**src/rtl/wsad_pkg.sv**
```systemverilog
`timescale 1ns / 1ps
// ----------------------------------------------------------------------------
// wsad_pkg
// Shared types and constants for the 5x5 SAD window cost core.
// ----------------------------------------------------------------------------
package wsad_pkg;

  localparam int PIX_W      = 8;
  localparam int WIN        = 5;
  localparam int HALF_WIN   = WIN / 2;
  localparam int HIST_D     = WIN - 1;
  localparam int COLSUM_W   = 11;
  localparam int COST_W     = 13;
  localparam int MAX_RES    = 3;
  localparam int RES_N_W    = 2;
  localparam int OUTQ_D     = 4;
  localparam int OUTQ_CNT_W = 3;

  typedef logic [PIX_W-1:0]    pix_t;
  typedef logic [COLSUM_W-1:0] colsum_t;
  typedef logic [COST_W-1:0]   cost_t;

  typedef struct packed {
    pix_t [WIN-1:0] left;
    pix_t [WIN-1:0] right;
    logic           final_column;
  } item_t;

  typedef struct packed {
    cost_t cost;
    logic  final_flag;
  } result_t;

  typedef struct packed {
    logic [RES_N_W-1:0]        n;
    result_t [MAX_RES-1:0]     ent;
  } push_t;

endpackage

```
**src/rtl/wsad_if.sv**
```systemverilog
`timescale 1ns / 1ps
// ----------------------------------------------------------------------------
// wsad_if
// Valid/ready channels: pixel column in, window cost out.
// ----------------------------------------------------------------------------
interface wsad_in_if;
  logic          valid;
  logic          ready;
  wsad_pkg::pix_t left_row0;
  wsad_pkg::pix_t left_row1;
  wsad_pkg::pix_t left_row2;
  wsad_pkg::pix_t left_row3;
  wsad_pkg::pix_t left_row4;
  wsad_pkg::pix_t right_row0;
  wsad_pkg::pix_t right_row1;
  wsad_pkg::pix_t right_row2;
  wsad_pkg::pix_t right_row3;
  wsad_pkg::pix_t right_row4;
  logic          final_column;

  modport source (
    output valid, left_row0, left_row1, left_row2, left_row3, left_row4,
           right_row0, right_row1, right_row2, right_row3, right_row4, final_column,
    input  ready
  );
  modport sink (
    input  valid, left_row0, left_row1, left_row2, left_row3, left_row4,
           right_row0, right_row1, right_row2, right_row3, right_row4, final_column,
    output ready
  );
endinterface

interface wsad_out_if;
  logic           valid;
  logic           ready;
  wsad_pkg::cost_t window_cost;
  logic           final_cost;

  modport source (output valid, window_cost, final_cost, input ready);
  modport sink   (input valid, window_cost, final_cost, output ready);
endinterface

```
**src/rtl/wsad_cost.sv**
```systemverilog
`timescale 1ns / 1ps
// ----------------------------------------------------------------------------
// wsad_cost
// Input register, column SAD, four-column history and window cost adders.
// ----------------------------------------------------------------------------
module wsad_cost #(
  parameter int STRIP_WIDTH = 256
) (
  input  logic            clk,
  input  logic            rst_n,
  input  logic            load,
  input  wsad_pkg::item_t item,
  input  logic            room,
  output logic            busy,
  output wsad_pkg::push_t push
);

  localparam int CNT_W = $clog2(STRIP_WIDTH);

  logic                                 stage_v_r;
  wsad_pkg::item_t                      stage_r;
  wsad_pkg::colsum_t [wsad_pkg::HIST_D-1:0] hist_r;
  logic [CNT_W-1:0]                     count_r;

  logic              fire;
  logic              last;
  logic              ge1;
  logic              ge2;
  wsad_pkg::pix_t    ad;
  wsad_pkg::colsum_t col_sum;
  wsad_pkg::cost_t   cost0;
  wsad_pkg::cost_t   cost1;
  wsad_pkg::cost_t   cost2;

  assign busy = stage_v_r && !room;
  assign fire = stage_v_r && room;

  always_comb begin
    col_sum = '0;
    ad      = '0;
    for (int r = 0; r < wsad_pkg::WIN; r++) begin
      ad = (stage_r.left[r] >= stage_r.right[r]) ? stage_r.left[r] - stage_r.right[r]
                                                 : stage_r.right[r] - stage_r.left[r];
      col_sum = col_sum + wsad_pkg::COLSUM_W'(ad);
    end
  end

  always_comb begin
    cost0 = wsad_pkg::COST_W'(col_sum) + wsad_pkg::COST_W'(hist_r[0])
          + wsad_pkg::COST_W'(hist_r[1]);
    cost1 = cost0 + wsad_pkg::COST_W'(hist_r[2]);
    cost2 = cost1 + wsad_pkg::COST_W'(hist_r[3]);
  end

  assign last = stage_r.final_column || (count_r == CNT_W'(STRIP_WIDTH - 1));
  assign ge1  = (count_r != '0);
  assign ge2  = (count_r >= CNT_W'(2));

  // results packed densely, oldest column first
  always_comb begin
    push = '0;
    push.ent[0].cost = cost2;
    push.ent[1].cost = cost1;
    push.ent[2].cost = cost0;
    if (fire) begin
      if (!last) begin
        push.n = ge2 ? wsad_pkg::RES_N_W'(1) : '0;
      end else if (ge2) begin
        push.n = wsad_pkg::RES_N_W'(3);
        push.ent[2].final_flag = 1'b1;
      end else if (ge1) begin
        push.n = wsad_pkg::RES_N_W'(2);
        push.ent[0].cost = cost1;
        push.ent[1].cost = cost0;
        push.ent[1].final_flag = 1'b1;
      end else begin
        push.n = wsad_pkg::RES_N_W'(1);
        push.ent[0].cost = cost0;
        push.ent[0].final_flag = 1'b1;
      end
    end
  end

  always_ff @(posedge clk) begin
    if (!rst_n) begin
      stage_v_r <= 1'b0;
    end else if (load) begin
      stage_v_r <= 1'b1;
    end else if (fire) begin
      stage_v_r <= 1'b0;
    end
  end

  always_ff @(posedge clk) begin
    if (load) begin
      stage_r <= item;
    end
  end

  always_ff @(posedge clk) begin
    if (!rst_n) begin
      hist_r  <= '0;
      count_r <= '0;
    end else if (fire) begin
      if (last) begin
        hist_r  <= '0;
        count_r <= '0;
      end else begin
        for (int i = wsad_pkg::HIST_D - 1; i > 0; i--) begin
          hist_r[i] <= hist_r[i-1];
        end
        hist_r[0] <= col_sum;
        count_r   <= count_r + CNT_W'(1);
      end
    end
  end

endmodule

```
**src/rtl/wsad_outq.sv**
```systemverilog
`timescale 1ns / 1ps
// ----------------------------------------------------------------------------
// wsad_outq
// Four-entry result queue; up to three results in a cycle, one out per pop.
// ----------------------------------------------------------------------------
module wsad_outq (
  input  logic              clk,
  input  logic              rst_n,
  input  wsad_pkg::push_t   push,
  input  logic              pop,
  output logic              room,
  output logic              head_v,
  output wsad_pkg::result_t head
);

  wsad_pkg::result_t [wsad_pkg::OUTQ_D-1:0] res_r;
  wsad_pkg::result_t [wsad_pkg::OUTQ_D-1:0] res_nxt;
  logic [wsad_pkg::OUTQ_CNT_W-1:0]          cnt_r;
  logic [wsad_pkg::OUTQ_CNT_W-1:0]          keep;
  logic                                     do_pop;

  assign head_v = (cnt_r != '0);
  assign head   = res_r[0];
  assign do_pop = pop && head_v;
  assign room   = (cnt_r <= wsad_pkg::OUTQ_CNT_W'(wsad_pkg::OUTQ_D - wsad_pkg::MAX_RES));
  assign keep   = cnt_r - wsad_pkg::OUTQ_CNT_W'(do_pop);

  always_comb begin
    logic [wsad_pkg::OUTQ_CNT_W-1:0] idx;
    idx     = '0;
    res_nxt = res_r;
    for (int j = 0; j < wsad_pkg::OUTQ_D; j++) begin
      if (wsad_pkg::OUTQ_CNT_W'(j) < keep) begin
        if (do_pop && (j + 1 < wsad_pkg::OUTQ_D)) begin
          res_nxt[j] = res_r[(j + 1) % wsad_pkg::OUTQ_D];
        end
      end else begin
        idx = wsad_pkg::OUTQ_CNT_W'(j) - keep;
        if (idx < wsad_pkg::OUTQ_CNT_W'(push.n)) begin
          res_nxt[j] = push.ent[idx[wsad_pkg::RES_N_W-1:0]];
        end
      end
    end
  end

  always_ff @(posedge clk) begin
    res_r <= res_nxt;
  end

  always_ff @(posedge clk) begin
    if (!rst_n) begin
      cnt_r <= '0;
    end else begin
      cnt_r <= keep + wsad_pkg::OUTQ_CNT_W'(push.n);
    end
  end

endmodule

```
**src/rtl/window_sad_cost_5x5_core.sv**
```systemverilog
`timescale 1ns / 1ps
// ----------------------------------------------------------------------------
// window_sad_cost_5x5_core
// 5x5 sum-of-absolute-differences window cost over a five-row strip.
// ----------------------------------------------------------------------------
//  channel    dir  handshake      payload
//  in_chan    in   valid/ready    left_row0..4, right_row0..4, final_column
//  out_chan   out  valid/ready    window_cost, final_cost
//
//  One column item is taken per clock unless the input stalls; its cost
//  passes through the input register, then the result queue.
//  A last column yields up to three costs, drained one per clock, when
//  out_chan is ready, from the four-entry queue; input stalls while
//  the queue holds more than one cost. Synchronous active-low reset empties
//  the input register and queue and clears the column history and count.
// ----------------------------------------------------------------------------
module window_sad_cost_5x5_core #(
  parameter int STRIP_WIDTH = 256
) (
  input  logic              clk,
  input  logic              rst_n,
  wsad_in_if.sink           in_chan,
  wsad_out_if.source        out_chan
);

  wsad_pkg::item_t   item;
  wsad_pkg::push_t   push;
  wsad_pkg::result_t head;
  logic              room;
  logic              busy;
  logic              head_v;
  logic              load;

  always_comb begin
    item.left[0]      = in_chan.left_row0;
    item.left[1]      = in_chan.left_row1;
    item.left[2]      = in_chan.left_row2;
    item.left[3]      = in_chan.left_row3;
    item.left[4]      = in_chan.left_row4;
    item.right[0]     = in_chan.right_row0;
    item.right[1]     = in_chan.right_row1;
    item.right[2]     = in_chan.right_row2;
    item.right[3]     = in_chan.right_row3;
    item.right[4]     = in_chan.right_row4;
    item.final_column = in_chan.final_column;
  end

  assign in_chan.ready = !busy;
  assign load          = in_chan.valid && !busy;

  wsad_cost #(
    .STRIP_WIDTH(STRIP_WIDTH)
  ) u_cost (
    .clk  (clk),
    .rst_n(rst_n),
    .load (load),
    .item (item),
    .room (room),
    .busy (busy),
    .push (push)
  );

  wsad_outq u_outq (
    .clk   (clk),
    .rst_n (rst_n),
    .push  (push),
    .pop   (out_chan.ready),
    .room  (room),
    .head_v(head_v),
    .head  (head)
  );

  assign out_chan.valid       = head_v;
  assign out_chan.window_cost = head.cost;
  assign out_chan.final_cost  = head.final_flag;

endmodule
```
**src/flat_wrapper.sv**
```systemverilog
// flat-port wrapper written by rule: the top's interface ports become plain ports
module window_sad_cost_5x5_core_flat 
#(
  parameter int STRIP_WIDTH = 256
)
  (clk, rst_n, in_chan_valid, in_chan_left_row0, in_chan_left_row1, in_chan_left_row2, in_chan_left_row3, in_chan_left_row4, in_chan_right_row0, in_chan_right_row1, in_chan_right_row2, in_chan_right_row3, in_chan_right_row4, in_chan_final_column, in_chan_ready, out_chan_valid, out_chan_window_cost, out_chan_final_cost, out_chan_ready);
  wsad_in_if in_chan_i ();
  wsad_out_if out_chan_i ();
  input  logic clk;
  input  logic rst_n;
  input wire logic [$bits(in_chan_i.valid)-1:0] in_chan_valid;
  input wire logic [$bits(in_chan_i.left_row0)-1:0] in_chan_left_row0;
  input wire logic [$bits(in_chan_i.left_row1)-1:0] in_chan_left_row1;
  input wire logic [$bits(in_chan_i.left_row2)-1:0] in_chan_left_row2;
  input wire logic [$bits(in_chan_i.left_row3)-1:0] in_chan_left_row3;
  input wire logic [$bits(in_chan_i.left_row4)-1:0] in_chan_left_row4;
  input wire logic [$bits(in_chan_i.right_row0)-1:0] in_chan_right_row0;
  input wire logic [$bits(in_chan_i.right_row1)-1:0] in_chan_right_row1;
  input wire logic [$bits(in_chan_i.right_row2)-1:0] in_chan_right_row2;
  input wire logic [$bits(in_chan_i.right_row3)-1:0] in_chan_right_row3;
  input wire logic [$bits(in_chan_i.right_row4)-1:0] in_chan_right_row4;
  input wire logic [$bits(in_chan_i.final_column)-1:0] in_chan_final_column;
  output wire logic [$bits(in_chan_i.ready)-1:0] in_chan_ready;
  output wire logic [$bits(out_chan_i.valid)-1:0] out_chan_valid;
  output wire logic [$bits(out_chan_i.window_cost)-1:0] out_chan_window_cost;
  output wire logic [$bits(out_chan_i.final_cost)-1:0] out_chan_final_cost;
  input wire logic [$bits(out_chan_i.ready)-1:0] out_chan_ready;
  assign in_chan_i.valid = in_chan_valid;
  assign in_chan_i.left_row0 = in_chan_left_row0;
  assign in_chan_i.left_row1 = in_chan_left_row1;
  assign in_chan_i.left_row2 = in_chan_left_row2;
  assign in_chan_i.left_row3 = in_chan_left_row3;
  assign in_chan_i.left_row4 = in_chan_left_row4;
  assign in_chan_i.right_row0 = in_chan_right_row0;
  assign in_chan_i.right_row1 = in_chan_right_row1;
  assign in_chan_i.right_row2 = in_chan_right_row2;
  assign in_chan_i.right_row3 = in_chan_right_row3;
  assign in_chan_i.right_row4 = in_chan_right_row4;
  assign in_chan_i.final_column = in_chan_final_column;
  assign in_chan_ready = in_chan_i.ready;
  assign out_chan_valid = out_chan_i.valid;
  assign out_chan_window_cost = out_chan_i.window_cost;
  assign out_chan_final_cost = out_chan_i.final_cost;
  assign out_chan_i.ready = out_chan_ready;
  window_sad_cost_5x5_core #(.STRIP_WIDTH(STRIP_WIDTH)) u_core (.clk(clk), .rst_n(rst_n), .in_chan(in_chan_i), .out_chan(out_chan_i));
endmodule
```
**config.mk**
```make
export PLATFORM = sky130hd
export DESIGN_NAME = window_sad_cost_5x5_core_flat
export DESIGN_NICKNAME = d
export VERILOG_FILES = /design/src/rtl/wsad_pkg.sv /design/src/rtl/wsad_if.sv /design/src/rtl/wsad_cost.sv /design/src/rtl/wsad_outq.sv /design/src/rtl/window_sad_cost_5x5_core.sv /design/src/flat_wrapper.sv
export SDC_FILE = /design/constraint.sdc
export NUM_CORES = 1
export LEC_CHECK = 0
export ABC_AREA = 1
export BUFFER_PORTS_ARGS = -buffer_cell sky130_fd_sc_hd__buf_2
export CORE_UTILIZATION = 51
export DETAILED_ROUTE_END_ITERATION = 7
export PLACE_DENSITY = 0.69
export SYNTH_ARGS = -nofsm -noshare
export SYNTH_HDL_FRONTEND = slang
export SYNTH_HIERARCHICAL = 1
export SYNTH_SLANG_ARGS = --single-unit
```
**constraint.sdc**
```tcl
create_clock -name clk -period 27.3 [get_ports clk]
set_input_delay 4.095 -clock clk [delete_from_list [all_inputs] [get_ports clk]]
set_output_delay 4.095 -clock clk [all_outputs]
set_load 0.01 [all_outputs]
```
# Word-level counts from Yosys, hierarchy flattened
# Index checks and enable logic that the tools add are counted.
# totals
input_bits	85
out_inout_bits	16
regBits	193
# op_classes
n_lt_le_gt_ge	19
bitwise_logic	1
muxes	38
eq_ne	4
add_sub_neg	25
reduce_logical	17
# ops
op	n
two-way mux 14 bit	14
binary-select mux 14 bit (select 2 bit)	4
subtractor 8 bit	10
two-way mux 29 bit	2
two-way mux 8 bit	6
two-way mux 44 bit	1
>= comparator 8 bit	5
two-way mux 28 bit	1
adder 13 x 11 -> 13 bit	2
adder 12 x 11 -> 13 bit	1
two-way mux 13 bit	1
adder 11 x 11 -> 12 bit	1
less-than comparator 2 x 3 -> 1 bit (second input constant)	4
less-than comparator 3 x 2 -> 1 bit	4
adder 10 x 8 -> 11 bit	1
adder 11 x 8 -> 11 bit	1
adder 9 x 8 -> 10 bit	1
adder 8 x 8 -> 9 bit	1
adder 8 x 1 -> 8 bit (second input constant)	1
== test 8 bit (second input constant)	1
>= comparator 8 x 2 -> 1 bit (second input constant)	1
two-way mux 2 bit	4
AND reduction 2 bit	4
nonzero test 2 bit	4
other kinds (15)	29

# Longest topological paths before layout
# logic_depth
depth_word	17
ltp_mapped	60
ltp_nobuf	60

# By module
# Netlist, hierarchy kept.
# modules_own_cells
module	n_inst	area_per_inst_um2	cells_per_inst	seq_area_each_um2
wsad_cost	1	11298.3	1391	3493.4
wsad_outq	1	3732.3	494	1741.7
window_sad_cost_5x5_core	1	13.8	3	0.0

# Worst setup path before layout
# OpenSTA, ideal clock, no wires.
# synth_path
path_kind	reg2reg
startpoint	reg u_core/u_cost/stage_r[41] (netlist bit)
endpoint	reg u_core/u_outq/res_r[41] (netlist bit), data pin
n_path_buf	1
period_less_slack_ps	8569
setup_slack_ps	18731
arrival_ps	8317
path_stages_with_launch	54
t_required_ps	27048
setup_time_ps	252
path_cell_list	edfxtp_1 -> inv_1 -> ha_1 -> inv_1 -> fa_1 -> nand2_1 -> inv_1 -> o21ai_0 -> nand2_1 -> nand2_1 -> nand3_1 -> buf_2 -> nand2_1 -> nand2_1 -> fa_1 -> inv_1 -> fa_1 -> fa_1 -> [... 18 more ...] -> ha_1 -> inv_1 -> nor3_1 -> nand3_1 -> nand3_1 -> nand2_1 -> nand2_1 -> inv_1 -> nor2_1 -> nand2_1 -> nand3_1 -> nand2_1 -> nand2_1 -> nand2_1 -> nand2_1 -> nand2_1 -> nand2_1 -> nand2_1
# synth_lines
element	line	text
start: declaration	wsad_cost.sv:21	wsad_pkg::item_t stage_r;
start signal: assignment	wsad_cost.sv:96	stage_r <= item;
end signal: assignment	wsad_outq.sv:47	res_r <= res_nxt;
end: declaration	wsad_outq.sv:16	wsad_pkg::result_t [wsad_pkg::OUTQ_D-1:0] res_r;

==> metrics.md <==
| Metric | Value |
|---|---|
| Outcome | finished, final reports clean |
| Area share of the largest cell type after synthesis | 0.273 |
| Crit-path most repeated cell | nand2_1 |
| Clk_skew | about 13 ps |
| Die ar. | 30200 um2 |
| R2R depth | 53 |
| Post-place instance area | 15700 um2 |
| Drt initial violations | 879 |
| Chip height | roughly 170 um |
| CP max stage cell | xnor2_1 |
| Hold_buf cts | 0 |
| Post-synth net total | 2153 |
| Cell accounting for the most synthesized area | edfxtp_1 |
| CTS Sinks | ~190 |
| Synth cell types | between 50 and 60 |
| Worst hold start | u_core/u_cost/hist_r[35]$_SDFFE_PN0P_ |
| TritonCTS buffer count | 17 |
| MaxCap Viol Count | 0 |
| Residual DRC | 0 |
| Critical path startpoint category | register |
| Post-route ant nets | 0 |
| Reg area | about 5200 um2 |
| Period utilisation layout | 0.364 |
| Critical Path RT | roughly 28000 ps |
| Num rows | a little over 60 |
| Vias | between 10000 and 15000 |
| Drt first pass iters | 6 |
| Hold depth | 2 |
| Async set-reset flop share out of synthesis | 0 |
| RSZ-0062 raised after global routing | no |
| Area contributors post-synth | edfxtp_1, nand2_1, ha_1, dfxtp_1, fa_1 |
| Hold crit path type | reg2reg |
| Worst slew margin | 0.439 |
| Largest net degree at the start of global routing | around 70 |
| R2r startpoint | u_core/u_cost/stage_r[41]$_DFFE_PP_ |
| Ratio of cells with drive above 1 in the final layout | 0.0995 |
| EDFF count, synth | ~140 |
| Total GRT Usage | 0.234 |
| Mapped Area | 15000 um2 |
| Worst setup EP type | register |
| WP data arrival | roughly 10000 ps |
| Fmax | roughly 100 MHz |
| Max clock buf depth | 2 |
| Synth Register Bits | about 190 |
| Setup Fix Bufs, Post-CTS | 0 |
| Avg Inst Size Synth | ~8 um2 |
| Slew Limit Fails | 0 |
| Hold Path Sink | u_core/u_cost/hist_r[35]$_SDFFE_PN0P_ |
| Post-Route WL | 33700 um |
| Layout Nets | between 2000 and 2500 |
| Minimum clock period | about 9900 ps |
| Footprint of the multi-input gates | 8440 um2 |
| Yosys warning total | 6 |
| First-pass GRT wire length | ~57000 um |
| Root Buffer | clkbuf_16 |
| H-tree Lvls | 4 |
| Worst Path Buf+Inv | 8 |
| Cts repair resizes | 0 |
| Setup TNS | 0 ps |
| Area delta synth->final | 7.95% |
| R2R Path End | u_core/u_outq/res_r[41]$_DFFE_PP_ |
| Final setup viols | 0 |
| Worst Setup Path Type | reg2reg |
| Worst-path clk slew | approximately 70 ps |
| Final Hold Fails | 0 |
| CTS tree | built |
| Initial Util | 0.521 |
| DP HPWL | roughly 26000 um |
| DIE WIDTH | around 170 um |
| Kind of cell adding the most delay to the critical path | adder cells |
| Clk Latency, worst-skew pair | 460 ps |
| I/O pin count | 101 |
| Primary FF master, synth | edfxtp_1 |
| Setup slack after layout | 17350 ps |
| GPL Wtd Cong | approximately 1 |
| GR Overflow Total | 0 |
| Via-per-instance ratio | ~5.2 |
| Mapped Cells | 1888 |
| Worst-Margin Slew | approximately 840 ps |
| Sequential fraction of the synthesis area | 0.348 |
| Port Buf Inserts | 100 |
| Wire per inst | between 10 and 15 um |
| Final Instance Area | between 15000 and 20000 um2 |
| Core area | a little under 30000 um2 |
| Pre-CTS WS | approximately 18000 ps |
| Reg2reg setup slack | ~17000 ps |
| CP Max Fanout | 12 |
| Fill cell count | roughly 2700 |
| Critical Path Max Stage Delay | ~560 ps |
| Initial antenna violation count | 1 |
| Vias in the first global route | 11900 |
-- sequential cells by signal (all words and copies together), names as in the netlist --
signal and count:
u_core/u_cost/stage_v_r 1, u_core/u_cost/stage_r 81, u_core/u_cost/hist_r 44, u_core/u_cost/count_r 8
u_core/u_outq/res_r 42, u_core/u_outq/head 14, u_core/u_outq/cnt_r 3
-- worst max-delay path by stage --
stage                                   startpoint                                end  slack (ps)  cells past startpoint
2_1_floorplan  u_core/u_cost/stage_r[41]$_DFFE_PP_  u_core/u_outq/res_r[41]$_DFFE_PP_       18730                     53
3_3_place_gp   u_core/u_cost/stage_r[41]$_DFFE_PP_  u_core/u_outq/res_r[41]$_DFFE_PP_       17640                     53
3_5_place_dp   u_core/u_cost/stage_r[41]$_DFFE_PP_  u_core/u_outq/res_r[41]$_DFFE_PP_       17520                     53
4_1_cts        u_core/u_cost/stage_r[41]$_DFFE_PP_  u_core/u_outq/res_r[41]$_DFFE_PP_       17440                     53
5_1_grt        u_core/u_cost/stage_r[41]$_DFFE_PP_  u_core/u_outq/res_r[41]$_DFFE_PP_       16490                     51
6_report       u_core/u_cost/stage_r[41]$_DFFE_PP_  u_core/u_outq/res_r[41]$_DFFE_PP_       17350                     53
-- synth_stat cells (22+ instances only) --
cell      count
a21oi_1     128
buf_4        22
dfxtp_1      56
edfxtp_1    137
fa_1         48
ha_1        132
inv_1       251
nand2_1     633
nand3_1      88
nor2_1       66
o21ai_0      57
xor2_1       57
-- layout make-up --
type | instances | area share
flip-flops and latches | 193 | 0.322
repair buffers | 107 | 0.0341
inverters | 260 | 0.0603
clock buffers | 19 | 0.0273
clock inverters | 13 | 0.00639
well taps | 384 | 0.0296
multi-input cells | 1368 | 0.520
diodes | 1 | 0.000154
-- cells in the final DEF, fill, tap and decap left out, types with 21 or more instances in the layout --
| cell type | Yosys | routed |
|---|---|---|
| a21oi_1 | 128 | 128 |
| buf_2 | 21 | 100 |
| dfxtp_1 | 56 | 56 |
| edfxtp_1 | 137 | 137 |
| fa_1 | 48 | 48 |
| ha_1 | 132 | 132 |
| inv_1 | 251 | 251 |
| nand2_1 | 633 | 633 |
| nand3_1 | 88 | 88 |
| nor2_1 | 66 | 66 |
| o21ai_0 | 57 | 57 |
| xnor2_1 | 21 | 21 |
| xor2_1 | 57 | 57 |
-- per-stage QoR --
| step | hold slack [ps] | std cells | utilization |
|---|---|---|---|
| floorplan | 450 | 1888 | - |
| global placement | 459 | 2312 | 0.544 |
| detailed placement | 460 | 2312 | 0.544 |
| CTS | 472 | 2344 | 0.563 |
| global route | 498 | 2345 | 0.563 |
| finish | 474 | 2345 | 0.563 |
-- cells by family (layout without fill, tap and decap cells) --
kind of cell	count (synthesis)	after routing	share of synthesized area
and+or+nand+nor	848	848	0.240
buffers and inverters	327	399	0.0912
AOI/OAI and AO/OA	254	254	0.0961
DFF	193	193	0.348
adders and majority gates	180	180	0.174
xor gates and xnor gates	78	78	0.0454
muxes	8	8	0.00599
other	0	1	0
-- metal layers --
layer | GRT usage | part of all wire
met2 | 0.387 | 0.46
met5 | 0 | 0
met3 | 0.0410 | 0.053
met4 | 0.0673 | 0.013
met1 | 0.315 | 0.47
-- worst reg2reg max path, delay by kind of cell, from the launching register on --
| family | cells | cell delay (ps) |
|---|---|---|
| adders and majority gates | 11 | 4090 |
| and+or+nand+nor | 24 | 2240 |
| buffers and inverters | 8 | 680 |
| DFF | 1 | 400 |
| AOI/OAI and AO/OA | 7 | 1100 |
| xor gates and xnor gates | 3 | 1180 |
Power is not shown: default switching activity piles up to over one toggle a cycle in this logic, so the estimate is an artifact.
